`src/rtl/swdw_pkg.sv`:
```
// Shared types, constants and helper functions of the swirl coordinate warp.
package swdw_pkg;

   localparam int IMAGE_SIZE    = 256;
   localparam int CORDIC_STAGES = 16;
   localparam int MAX_COORD     = ((IMAGE_SIZE - 1) > 255) ? 255 : (IMAGE_SIZE - 1);

   localparam int ANG_PI        = 25736;
   localparam int ANG_TWO_PI    = 51472;
   localparam int ANG_HALF_PI   = 12868;
   localparam int CORDIC_GAIN   = 9949;
   localparam int ROOT_BITS     = 16;
   localparam int WRAP_STEPS    = 7;
   localparam int WRAP_W        = 23;
   localparam int ADDR_W        = 4;

   // register byte addresses, word index in paddr[3:2]
   typedef enum logic [1:0] {
      REG_RADIUS = 2'd0,
      REG_RATE   = 2'd1,
      REG_TWIST  = 2'd2
   } reg_index_type;

   typedef struct packed {
      logic              off;
      logic signed [8:0] dr;
      logic signed [8:0] dc;
   } item_type;

   typedef struct packed {
      item_type    item;
      logic [18:0] rem;
      logic [15:0] root;
      logic [15:0] bits;
   } sqrt_type;

   typedef struct packed {
      item_type           item;
      logic               neg;
      logic signed [17:0] x;
      logic signed [17:0] y;
      logic signed [17:0] z;
   } cordic_type;

   // arctan(2^-i) in Q3.13, rounded
   function automatic logic signed [17:0] atan_q13(input logic [4:0] idx);
      logic signed [17:0] a;
      case (idx)
         5'd0:    a = 18'sd6434;
         5'd1:    a = 18'sd3798;
         5'd2:    a = 18'sd2007;
         5'd3:    a = 18'sd1019;
         5'd4:    a = 18'sd511;
         5'd5:    a = 18'sd256;
         5'd6:    a = 18'sd128;
         5'd7:    a = 18'sd64;
         5'd8:    a = 18'sd32;
         5'd9:    a = 18'sd16;
         5'd10:   a = 18'sd8;
         5'd11:   a = 18'sd4;
         5'd12:   a = 18'sd2;
         5'd13:   a = 18'sd1;
         default: a = 18'sd0;
      endcase
      return a;
   endfunction

   // multiple of two pi taken off at wrap step k
   function automatic logic [WRAP_W-1:0] wrap_const(input int k);
      return WRAP_W'(ANG_TWO_PI << (WRAP_STEPS - 1 - k));
   endfunction

   // truncate a Q14 coordinate and clamp it to the image
   function automatic logic [7:0] to_coord(input logic signed [27:0] t);
      logic [13:0] v;
      v = t[27:14];
      if (t[27]) begin
         return 8'd0;
      end else if (v > 14'(MAX_COORD)) begin
         return 8'(MAX_COORD);
      end
      return v[7:0];
   endfunction

endpackage

```
`src/rtl/swdw_cordic_cell.sv`:
```
// One rotation cell of the pipelined CORDIC.
module swdw_cordic_cell (
   input  logic                clock,
   input  logic                reset,
   input  logic                en,
   input  logic [4:0]          idx,
   input  logic                in_valid,
   input  swdw_pkg::cordic_type in_data,
   output logic                out_valid,
   output swdw_pkg::cordic_type out_data
);

   logic                 valid_ff;
   swdw_pkg::cordic_type data_ff, data_in;
   logic signed [17:0]   xs, ys, ang;

   // rotate toward zero residual angle
   always_comb begin
      xs  = in_data.x >>> idx;
      ys  = in_data.y >>> idx;
      ang = swdw_pkg::atan_q13(idx);
      data_in = in_data;
      if (!in_data.z[17]) begin
         data_in.x = in_data.x - ys;
         data_in.y = in_data.y + xs;
         data_in.z = in_data.z - ang;
      end else begin
         data_in.x = in_data.x + ys;
         data_in.y = in_data.y - xs;
         data_in.z = in_data.z + ang;
      end
   end

   // advance the cell
   always_ff @(posedge clock) begin
      if (reset) begin
         valid_ff <= 1'b0;
      end else if (en) begin
         valid_ff <= in_valid;
      end
      if (en) begin
         data_ff <= data_in;
      end
   end

   assign out_valid = valid_ff;
   assign out_data  = data_ff;

endmodule

```
`config.mk`:
```
export PLATFORM = sky130hd
export DESIGN_NAME = swdw_cordic_cell
export DESIGN_NICKNAME = d
export VERILOG_FILES = /design/src/rtl/swdw_pkg.sv /design/src/rtl/swdw_cordic_cell.sv
export SDC_FILE = /design/constraint.sdc
export NUM_CORES = 1
export LEC_CHECK = 0
export ABC_AREA = 1
export BUFFER_PORTS_ARGS = -buffer_cell sky130_fd_sc_hd__buf_4
export CORE_MARGIN = 3
export CORE_UTILIZATION = 57
export DETAILED_ROUTE_END_ITERATION = 10
export GPL_TIMING_DRIVEN = 0
export PLACE_DENSITY = 0.83
export SLEW_MARGIN = 20
export SYNTH_ARGS = -nofsm -noshare
export SYNTH_HDL_FRONTEND = slang
export SYNTH_SLANG_ARGS = --single-unit
```
`constraint.sdc`:
```
create_clock -name clock -period 4.1 [get_ports clock]
set_input_delay 0.205 -clock clock [delete_from_list [all_inputs] [get_ports clock]]
set_output_delay 0.205 -clock clock [all_outputs]
set_load 0.02 [all_outputs]
```
=== Yosys cells after proc, flatten, opt, wreduce, memory -nomap -nowiden ===
Memories as Yosys holds them, arrays and structs flattened.
Index checks and enable logic that the tools add are counted.

* Register bits after elaboration: 75
* Output and inout bits: 75
* Input port bits: 83
* Memories: 1
* Bits in read-only memories: 208
* Logic and storage cells: 19

* Add/subtract/negate cells: 6
* Multiplexer cells: 2
* Shifts and indexed selects: 2

{| class="wikitable"
|+ Memory list
! memory !! depth !! width !! rd ports !! clocked after memory_dff !! wr ports !! line !! source
|-
| (name not given) || 16 || 13 || 1 || 0 || 0 || swdw_pkg.sv:48 || <nowiki>case (idx)</nowiki>
|}

{| class="wikitable"
|+ Operators with widths
! kind !! count
|-
| 18-bit adder || 3
|-
| 54-bit 2-to-1 mux || 1
|-
| 18-bit subtractor || 3
|-
| 18-bit by 5-bit >>> shifter with 18-bit output || 2
|-
| 18-bit 2-to-1 mux || 1
|}

=== Depth between registers and ports, before layout ===
An unclocked memory read counts as a cell.

* Word-level depth: 4
* Mapped depth: 29
* Depth with buffers taken out: 28

=== Worst setup path after synthesis ===
Ideal clock, no wire load.

* Path kind: input port to flip-flop
* Start point: input idx[1]
* End point: register data_ff (netlist bit out_data[14]) (data pin)
* Stages on the path: 22
* Data arrival time: 3.294 ns
* Path slack: 0.547 ns
* Setup time: 0.259 ns
* Buffers on the path: 2
* Data required time: 3.841 ns
* Cells stage by stage: buf_6 > inv_4 > buf_4 > ha_1 > nor2_1 > nor2_2 > nand2_1 > a21oi_1 > inv_1 > ha_1 > nand2_1 > o21ai_0 > fa_1 > nand3_1 > nand2_1 > a21oi_1 > o21ai_0 > a21boi_0 > o21ai_0 > nand3_1 > nand2_1 > xor2_1

{| class="wikitable"
|+ RTL lines
! what !! line !! source
|-
| start, declared || swdw_cordic_cell.sv:6 || <nowiki>input logic [4:0] idx,</nowiki>
|-
| end signal, assigned || swdw_cordic_cell.sv:42 || <nowiki>data_ff <= data_in;</nowiki>
|-
| end, declared || swdw_cordic_cell.sv:14 || <nowiki>swdw_pkg::cordic_type data_ff, data_in;</nowiki>
|}

==> results.toml <==
[run_status]
outcome = "completed"

[finish]
diodes = 0
nets = 1380
syn2layout_area_growth_pct = 22.2
drive_gt1_share_pct = 19.8
fin_cells = 1411

[timing]
slew_viol_final = 0
fmax_mhz = 265
fin_crit_ns = 3.78
timing.final.crit_share_pct = 92.1
setup-violations-final = 0
finClkSkew_ns = 0
hold_viol_final = 0
worstMarginPinSlew_ns = 0.968
relSlewSlack_pct = 35.4
rsz0062_at_grt = "no"

[synth]
synth.avg_cell_area_sq_um = 7.16
ys.flop_type = "edfxtp_1"
synthAdderAreaFrac_pct = 10.6
ys_seq_area_share_pct = 29.3
synth_async_sr_flop_share_pct = 0
synth.area.top_cells = "edfxtp_1, nand2_1, ha_1"
synthTopCellsByCount = "nand2_1, nand3_1, nor2_1, inv_1, edfxtp_1"
postSynthCellCount = 1068
yosysTopAreaCellShare_pct = 29.1
synthMuxAreaShare_pct = 0.131
ys_warn_count = 0
synth_most_common_cell = "nand2_1"
synth_nets = 1214
synth_top_family_by_area = "simple AND/OR/NAND/NOR gates"
synth_edf_count = 74
synthXorXnorAreaFrac_pct = 9.63
synth_compound_area_share_pct = 9.95
synth-seq-cells = 75
yosys.area.top_type = "edfxtp_1"
yosys.area_share.simple_pct = 33.5
synth_cell_type_count = 47
syn_area_sq_um = 7640

[place]
portBuffers = 155
hpwl_um = 18700
dp.cells = 1395
place_congestion = 0.977

[worst_setup_path]
crit_buf_inv = 5
critical-path-top-delay-family = "simple AND/OR/NAND/NOR gates"
worstSetupPathType = "input pin to flop"
crit_fanout = 10
reg2reg_slack_ns = 3.51
crit_required_ns = 4.20
critical_path.endpoint_type = "flop"
cpPeakStageDelay_ns = 0.57
crit_arrival_ns = 3.88
start_kind = "input pin"
crit_path_frequent_cell = "nand2_1"
slowest_stage = "o31ai_1"

[clock_tree]
cts_setup_buffers = 0
cts_tree = "built"
worstSkewPairLatency_ns = 0.35
clock_sinks = 75
h-tree-depth = 3
numCtsBuffers = 9
ctsHoldBuffers = 0
cts_root_buf = "clkbuf_16"
path_clk_slew_ns = 0.06
ctsLongestPathBuffers = 2

[grt]
antenna_found_initial = 0
grt_pass1_vias = 7286
grt_max_degree = 76
grt_pass1_wl_um = 36600
grt_overflow_total = 0
grt_usage_pct = 31.5

[power_and_ir_drop]
p_per_area_nw_per_um2 = 384
p_leak_nw = 4.62
p_total_mw = 3.59
max-vdd-ir-drop_uv = 321

[die]
fp.dieW_um = 122
dieArea_sq_um = 14800
start_util_pct = 59.4
core_sq_um = 12900
rows = 41
ios = 158
dieHeight_um = 122

[drt]
via_count = 8045
via_per_inst = 5.70
postRouteAntennaNets = 0
routed_wl_um = 23400
firstDrtPassIters = 6
routedWlPerCell_um = 16.6
drc = 0
drt_iter0_drc = 785

[flow_run]
maxCapViolations = 0

[hold_path]
hp-class = "input pin to flop"
-- power breakdown --
group | internal [mW] | switching (mW)
registers | 1.07 | 0.0440
logic | 0.666 | 1.05
clock network | 0.419 | 0.335
-- what timing repair did --
item                                    4_1_cts  5_1_grt
gates resized for setup                       0       15
hold endpoints to repair                      0        0
endpoints found under the setup margin        0       12
-- worst paths after layout --
| path | cells past startpoint | start | endpoint |
|---|---|---|---|
| worst min-delay path | 2 | reset | out_valid |
| worst min register to register | 2 | out_valid | out_valid |
| worst max-delay path | 26 | idx[0] | out_data[50] |
| worst max register to register | 2 | out_valid | out_valid |
-- metal layers --
| layer | up-vias | part of all wire (%) | GRT usage (%) | wire length [um] |
|---|---|---|---|---|
| met4 | 0 | 4.0 | 12.8 | 940 |
| met3 | 69 | 9.4 | 5.99 | 2190 |
| met1 | 3651 | 42 | 43.4 | 9840 |
| met2 | 416 | 45 | 48.9 | 10400 |
| met5 | - | 0 | 0 | 0 |
| li1 | 3909 | - | - | - |
-- registers in the layout (all words and copies together), names as in the netlist --
signal,count
out_data,74
out_valid,1
-- layout make-up --
type	instances	area [sq um]
multi-input cells	878	4910
fillers	1128	3530
repair buffers	155	1160
plain buffers	28	194
inverters	87	337
well taps	172	215
flip-flops and latches	75	2240
clock buffers	9	225
clock inverters	7	57.6
-- cells in the final DEF (no fill, tap or decap), types with 28 or more instances in the layout --
master	Yosys	layout
xor2_1	56	56
nand3_1	129	129
o21ai_0	43	40
ha_1	60	60
edfxtp_1	74	74
nor2_1	95	93
xnor2_1	28	28
nand2_1	323	323
buf_4	6	160
a21oi_1	61	59
inv_1	80	80
-- per-stage QoR --
step / utilization (%) / setup TNS [ns] / setup slack (ns) / cell area (sq um) / hold WS, ns
after detailed placement: 70.1 / -0.900 / -0.329 / 9020 / 0.369
after floorplan: - / 0 / 0.547 / 7640 / 0.277
after global placement: 70.1 / -0.564 / -0.240 / 9020 / 0.364
after CTS: 72.3 / 0 / 0.0326 / 9310 / 0.000705
final: 72.6 / 0 / 0.323 / 9340 / 0.00700
after global routing: 72.6 / 0 / 0.0150 / 9340 / 0.00415
-- cell families (layout without fill, tap and decap cells) --
logic type      count (synthesis)  in the layout
xor+xnor                       84             84
fa+ha+maj                      63             63
mux                             1              1
simple gates                  595            595
flops                          75             75
buf+inv                       115            286
compound gates                135            135
No activity file was read; power rests on OpenSTA's default activity.
