==> src/rtl/swdw_pkg.sv <==
// Shared types, constants and helper functions of the swirl coordinate warp.
package swdw_pkg;

   localparam int IMAGE_SIZE    = 256;
   localparam int CORDIC_STAGES = 16;
   localparam int MAX_COORD     = ((IMAGE_SIZE - 1) > 255) ? 255 : (IMAGE_SIZE - 1);

   localparam int ANG_PI        = 25736;
   localparam int ANG_TWO_PI    = 51472;
   localparam int ANG_HALF_PI   = 12868;
   localparam int CORDIC_GAIN   = 9949;
   localparam int ROOT_BITS     = 16;
   localparam int WRAP_STEPS    = 7;
   localparam int WRAP_W        = 23;
   localparam int ADDR_W        = 4;

   // register byte addresses, word index in paddr[3:2]
   typedef enum logic [1:0] {
      REG_RADIUS = 2'd0,
      REG_RATE   = 2'd1,
      REG_TWIST  = 2'd2
   } reg_index_type;

   typedef struct packed {
      logic              off;
      logic signed [8:0] dr;
      logic signed [8:0] dc;
   } item_type;

   typedef struct packed {
      item_type    item;
      logic [18:0] rem;
      logic [15:0] root;
      logic [15:0] bits;
   } sqrt_type;

   typedef struct packed {
      item_type           item;
      logic               neg;
      logic signed [17:0] x;
      logic signed [17:0] y;
      logic signed [17:0] z;
   } cordic_type;

   // arctan(2^-i) in Q3.13, rounded
   function automatic logic signed [17:0] atan_q13(input logic [4:0] idx);
      logic signed [17:0] a;
      case (idx)
         5'd0:    a = 18'sd6434;
         5'd1:    a = 18'sd3798;
         5'd2:    a = 18'sd2007;
         5'd3:    a = 18'sd1019;
         5'd4:    a = 18'sd511;
         5'd5:    a = 18'sd256;
         5'd6:    a = 18'sd128;
         5'd7:    a = 18'sd64;
         5'd8:    a = 18'sd32;
         5'd9:    a = 18'sd16;
         5'd10:   a = 18'sd8;
         5'd11:   a = 18'sd4;
         5'd12:   a = 18'sd2;
         5'd13:   a = 18'sd1;
         default: a = 18'sd0;
      endcase
      return a;
   endfunction

   // multiple of two pi taken off at wrap step k
   function automatic logic [WRAP_W-1:0] wrap_const(input int k);
      return WRAP_W'(ANG_TWO_PI << (WRAP_STEPS - 1 - k));
   endfunction

   // truncate a Q14 coordinate and clamp it to the image
   function automatic logic [7:0] to_coord(input logic signed [27:0] t);
      logic [13:0] v;
      v = t[27:14];
      if (t[27]) begin
         return 8'd0;
      end else if (v > 14'(MAX_COORD)) begin
         return 8'(MAX_COORD);
      end
      return v[7:0];
   endfunction

endpackage

==> src/rtl/swdw_sqrt_cell.sv <==
// One digit cell of the pipelined integer square root.
module swdw_sqrt_cell (
   input  logic              clock,
   input  logic              reset,
   input  logic              en,
   input  logic              in_valid,
   input  swdw_pkg::sqrt_type in_data,
   output logic              out_valid,
   output swdw_pkg::sqrt_type out_data
);

   logic               valid_ff;
   swdw_pkg::sqrt_type data_ff, data_in;
   logic [18:0]        rem2;
   logic [18:0]        trial;
   logic               ge;

   // bring in the next two radicand bits and try a one digit
   always_comb begin
      rem2  = {in_data.rem[16:0], in_data.bits[15:14]};
      trial = {1'b0, in_data.root, 2'b01};
      ge    = rem2 >= trial;
      data_in      = in_data;
      data_in.bits = {in_data.bits[13:0], 2'b00};
      data_in.rem  = ge ? (rem2 - trial) : rem2;
      data_in.root = {in_data.root[14:0], ge};
   end

   // advance the cell
   always_ff @(posedge clock) begin
      if (reset) begin
         valid_ff <= 1'b0;
      end else if (en) begin
         valid_ff <= in_valid;
      end
      if (en) begin
         data_ff <= data_in;
      end
   end

   assign out_valid = valid_ff;
   assign out_data  = data_ff;

endmodule

==> config.mk <==
export PLATFORM = sky130hd
export DESIGN_NAME = swdw_sqrt_cell
export DESIGN_NICKNAME = d
export VERILOG_FILES = /design/src/rtl/swdw_pkg.sv /design/src/rtl/swdw_sqrt_cell.sv
export SDC_FILE = /design/constraint.sdc
export NUM_CORES = 1
export LEC_CHECK = 0
export ABC_AREA = 1
export CAP_MARGIN = 20
export CORE_MARGIN = 3
export CORE_UTILIZATION = 63
export CTS_BUF_LIST = sky130_fd_sc_hd__clkbuf_16
export DETAILED_ROUTE_END_ITERATION = 8
export DONT_BUFFER_PORTS = 1
export GPL_TIMING_DRIVEN = 0
export PLACE_DENSITY_LB_ADDON = 0.05
export SLEW_MARGIN = 25
export SYNTH_ARGS = -nofsm -noshare
export SYNTH_HDL_FRONTEND = slang
export SYNTH_SLANG_ARGS = --single-unit
==> constraint.sdc <==
create_clock -name clock -period 2.3 [get_ports clock]
set_input_delay 0.345 -clock clock [delete_from_list [all_inputs] [get_ports clock]]
set_output_delay 0.345 -clock clock [all_outputs]
set_load 0.05 [all_outputs]
# Word level (Yosys, flattened, before mapping)
# Index checks and enable logic that the tools add are counted.
# totals
out_inout_bits,71
reg_bits,69
in_bits,74
wordCells,10
# classes
n_lt_le_gt_ge,1
add_sub_neg,1
mux,1
# op_table
operator,n
$ge 19x18->1,1
$mux 19,1
$sub 19x18->19,1

# Depth between registers and ports, before layout
# depth
word_depth,2
mapped_depth,14
mapped_depth_nobuf,13

# Least setup slack after synthesis
# Ideal clock, no wire load.
# synth_path
kind,input port to flip-flop
startpoint,input in_data[22] in the netlist's numbering
endpoint,"register data_ff, in the netlist out_data[49], data pin"
required_ps,2047
path_stages,13
arrival_time_ps,1569
path_slack_ps,478
setup_ps,253
cell_sequence,inv_1 > ha_1 > nand2_1 > inv_2 > nand2_2 > inv_1 > nand2_1 > nand2_1 > nand2_1 > nand4_4 > buf_6 > nand3_1 > nand2_1
# synth_rtl
item,line_no,source
from (decl),swdw_sqrt_cell.sv:7,"input swdw_pkg::sqrt_type in_data,"
to (signal assigned),swdw_sqrt_cell.sv:37,data_ff <= data_in;
to (decl),swdw_sqrt_cell.sv:13,"swdw_pkg::sqrt_type data_ff, data_in;"

==> out/qor.txt <==
FINISH
------------------------------------------------------------------------------------------------------
Finished Core Util                                                                               73.5%
Final Net Count                                                                                    487
Synthesis-to-layout area growth                                                                  11.9%
Fraction of layout cells with a size suffix above 1                                              9.77%
Filler Cell Count                                                                                  388
N_diodes                                                                                             0

CRITICAL PATH
------------------------------------------------------------------------------------------------------
Largest fanout on the critical path                                                                 10
Required time at the worst-slack endpoint                                                      2380 ps
Stage delay of the slowest cell on the critical path                                            400 ps
Endpoint arrival time on the critical path                                                     1990 ps
Slowest CP cell                                                                           sky130_fd_sc_hd__ha_1
Category of the worst setup path capture point                                                register
Critical path type                                                                              in2reg
Largest delay share family, worst path                                                    simple AND/OR/NAND/NOR gates
Worst path bufs/invs                                                                                 4
Critical Path Most Common Cell                                                            sky130_fd_sc_hd__nand2_1
Cell breakdown of the critical path                                                       inv_1, ha_1, nand2_1, inv_1, nand2_1, nor2_2, nand3_1, nand4_4, inv_6, buf_12, nand2_1, nand2_1
Worst Setup Start Kind                                                                    primary input

PWR
------------------------------------------------------------------------------------------------------
Leakage                                                                                        1.87 nW
PD cells                                                                                  1000 nW/um^2
IR Drop Worst-Case VDD                                                                          578 uV

DRT
------------------------------------------------------------------------------------------------------
Number of routed nets with antenna violations                                                        0
Via count                                                                                         2755
Initial DRC count                                                                                  368
Routed via count divided by cell count                                                            5.85
Total wirelength of the detailed-routed design                                                 9910 um
Initial DRT Pass Iterations                                                                          9
Detailed-route wire length per cell                                                            21.0 um
Remaining DRCs                                                                                       1

LOGIC SYNTHESIS
------------------------------------------------------------------------------------------------------
Number of enable-type register cells in the synthesized netlist                                     68
Flip-flop and latch count after synthesis                                                           69
Largest cells by area after synthesis                                                     sky130_fd_sc_hd__edfxtp_1 (56%), sky130_fd_sc_hd__nand2_1 (14%), sky130_fd_sc_hd__ha_1 (6.2%)
Cell type with the largest total area after synthesis                                     sky130_fd_sc_hd__edfxtp_1
Combined area of all synthesized cells                                                      3640 sq um
Post-Syn Area per Cell                                                                      9.50 sq um
Yosys Warn Count                                                                                     0
Synth top cells by count                                                                  sky130_fd_sc_hd__nand2_1 (136), sky130_fd_sc_hd__edfxtp_1 (68), sky130_fd_sc_hd__inv_1 (57)
Flip-flop cell with the highest count after synthesis                                     sky130_fd_sc_hd__edfxtp_1
Asr flop ratio synth                                                                                0%
Syn Inst Count                                                                                     383
Area share of the largest cell type after synthesis                                              56.1%
Dominant cell by count in the synthesized netlist                                         sky130_fd_sc_hd__nand2_1
Number of unique standard cell types used by synthesis                                              29
Proportion of synthesized chip area in sequential cells                                          56.7%

STA
------------------------------------------------------------------------------------------------------
Slew Limit Headroom                                                                              63.5%
Slew Limit Fails                                                                                     0
Unrepaired setup endpoints after global routing                                                  false
Fin. Hold Viols                                                                                      0
Final-layout setup total negative slack                                                           0 ps
Ratio of final minimum period to clock period                                                    83.2%
Hold slack final                                                                               92.2 ps
Final-report setup violation count                                                                   0
Upper clock frequency limit                                                                    522 MHz
Crit path time final                                                                           1910 ps
Final worst clock skew                                                                            0 ps
Worst-Margin Slew                                                                               547 ps

PLACED DESIGN
------------------------------------------------------------------------------------------------------
Number of buffers inserted by port buffering                                                         0
Post-DP HPWL                                                                                   6650 um
Last weighted congestion value of the routability-driven placer                                  0.888

CLOCKING
------------------------------------------------------------------------------------------------------
Depth of the CTS H-tree                                                                              3
Root buf cell                                                                             sky130_fd_sc_hd__clkbuf_16
Hold Buf Count CTS                                                                                   0
CTS Buffer Depth                                                                                     2
TritonCTS clock tree                                                                              done
CTS sink cnt                                                                                        69
Insertion delay of the later-clocked pin in the worst-skew pair                                 330 ps
Clock transition at the register clock pins on the worst setup and hold paths after CTS          60 ps
# Post-CTS Setup Buffers                                                                             0
Post-cts gate resize count                                                                           0
TritonCTS buffer count                                                                               9

GLOBAL ROUTE
------------------------------------------------------------------------------------------------------
Wire length of the first global-routing pass                                                  14200 um
Gr ovfl total                                                                                        0
Via count of the first global-routing pass                                                        2564
Antenna violations before repair                                                                     0
Combined global-route utilization of all metal layers                                            30.1%
Largest net degree at the start of global routing                                                   70

DIE
------------------------------------------------------------------------------------------------------
Number of cell rows                                                                                 27
Horizontal die dimension                                                                       82.0 um
Effective utilization at floorplan                                                               65.7%
DIE HEIGHT                                                                                     82.0 um
Core region area                                                                            5540 sq um
Number of top-level pins                                                                           145
Area of the die                                                                             6730 sq um

STATUS
------------------------------------------------------------------------------------------------------
Violations in the final reports                                                           design-rule violations
Outcome                                                                                   finished, violations left

HOLD PATH
------------------------------------------------------------------------------------------------------
HP Class                                                                                        in2reg

JOB
------------------------------------------------------------------------------------------------------
Number of violations of the max-capacitance limit                                                    0

-- stage by stage --
stage | cell area [sq um] | worst slack, ps | cells | total power, mW
5_1_grt | 4070 | 304 | 471 | 4.20
2_1_floorplan | 3640 | 478 | 384 | 2.37
3_3_place_gp | 3730 | 242 | 456 | 2.46
4_1_cts | 4070 | 421 | 471 | 4.08
6_report | 4070 | 386 | 471 | 4.08
3_5_place_dp | 3730 | 226 | 456 | 2.49
-- area by class of cell --
class,instances,area [sq um],area share [%]
plain buffers,5,57.6,1.41
well taps,72,90.1,2.21
inverters,62,238,5.84
clock inverters,6,113,2.77
multi-input cells,248,1290,31.6
flip-flops and latches,69,2060,50.6
clock buffers,9,225,5.53
-- kinds of logic after synthesis --
kind of cell	share of synthesized area, %
and+or+nand+nor	23.1
DFF	56.7
buffers and inverters	8.11
adders and majority gates	6.19
AOI/OAI and AO/OA	3.20
xor gates and xnor gates	2.41
other	0.103
muxes	0.275
-- power by group --
group          switching, mW  internal (mW)
Clock                  0.539           1.05
Combinational          0.307          0.158
Sequential             0.482           1.54
-- registers in the layout (all words and copies together), names as in the netlist --
| name | cells |
|---|---|
| out_valid | 1 |
| out_data | 68 |
-- per-layer routing --
| layer | part of all wire [%] | GRT usage, % | up-vias |
|---|---|---|---|
| met1 | 36 | 36.5 | 1246 |
| li1 | - | - | 1260 |
| met4 | 2.6 | 10.1 | 0 |
| met5 | 0 | 0 | - |
| met2 | 48 | 49.6 | 218 |
| met3 | 13 | 10.9 | 31 |
-- worst paths after layout --
kind / startpoint / endpoint / slack, ps / depth (start not counted)
worst min-delay path: reset / out_valid$_SDFFE_PP0P_ / 90 / 1
worst min register to register: out_valid$_SDFFE_PP0P_ / out_valid$_SDFFE_PP0P_ / 890 / 2
worst max-delay path: in_data[25] / out_data[41]$_DFFE_PP_ / 390 / 12
worst max register to register: out_valid$_SDFFE_PP0P_ / out_valid$_SDFFE_PP0P_ / 1220 / 2
-- placed cells by master, fill, tap and decap left out, types with 4 or more instances in the layout --
cell                          n
sky130_fd_sc_hd__nand3_1     22
sky130_fd_sc_hd__nand2_1    136
sky130_fd_sc_hd__inv_2        4
sky130_fd_sc_hd__ha_1        18
sky130_fd_sc_hd__inv_1       57
sky130_fd_sc_hd__nand2_2      7
sky130_fd_sc_hd__xor2_1       8
sky130_fd_sc_hd__clkbuf_16    9
sky130_fd_sc_hd__a21oi_1      9
sky130_fd_sc_hd__edfxtp_1    68
sky130_fd_sc_hd__nor2_1      22
(Power assumes the default switching activity.)
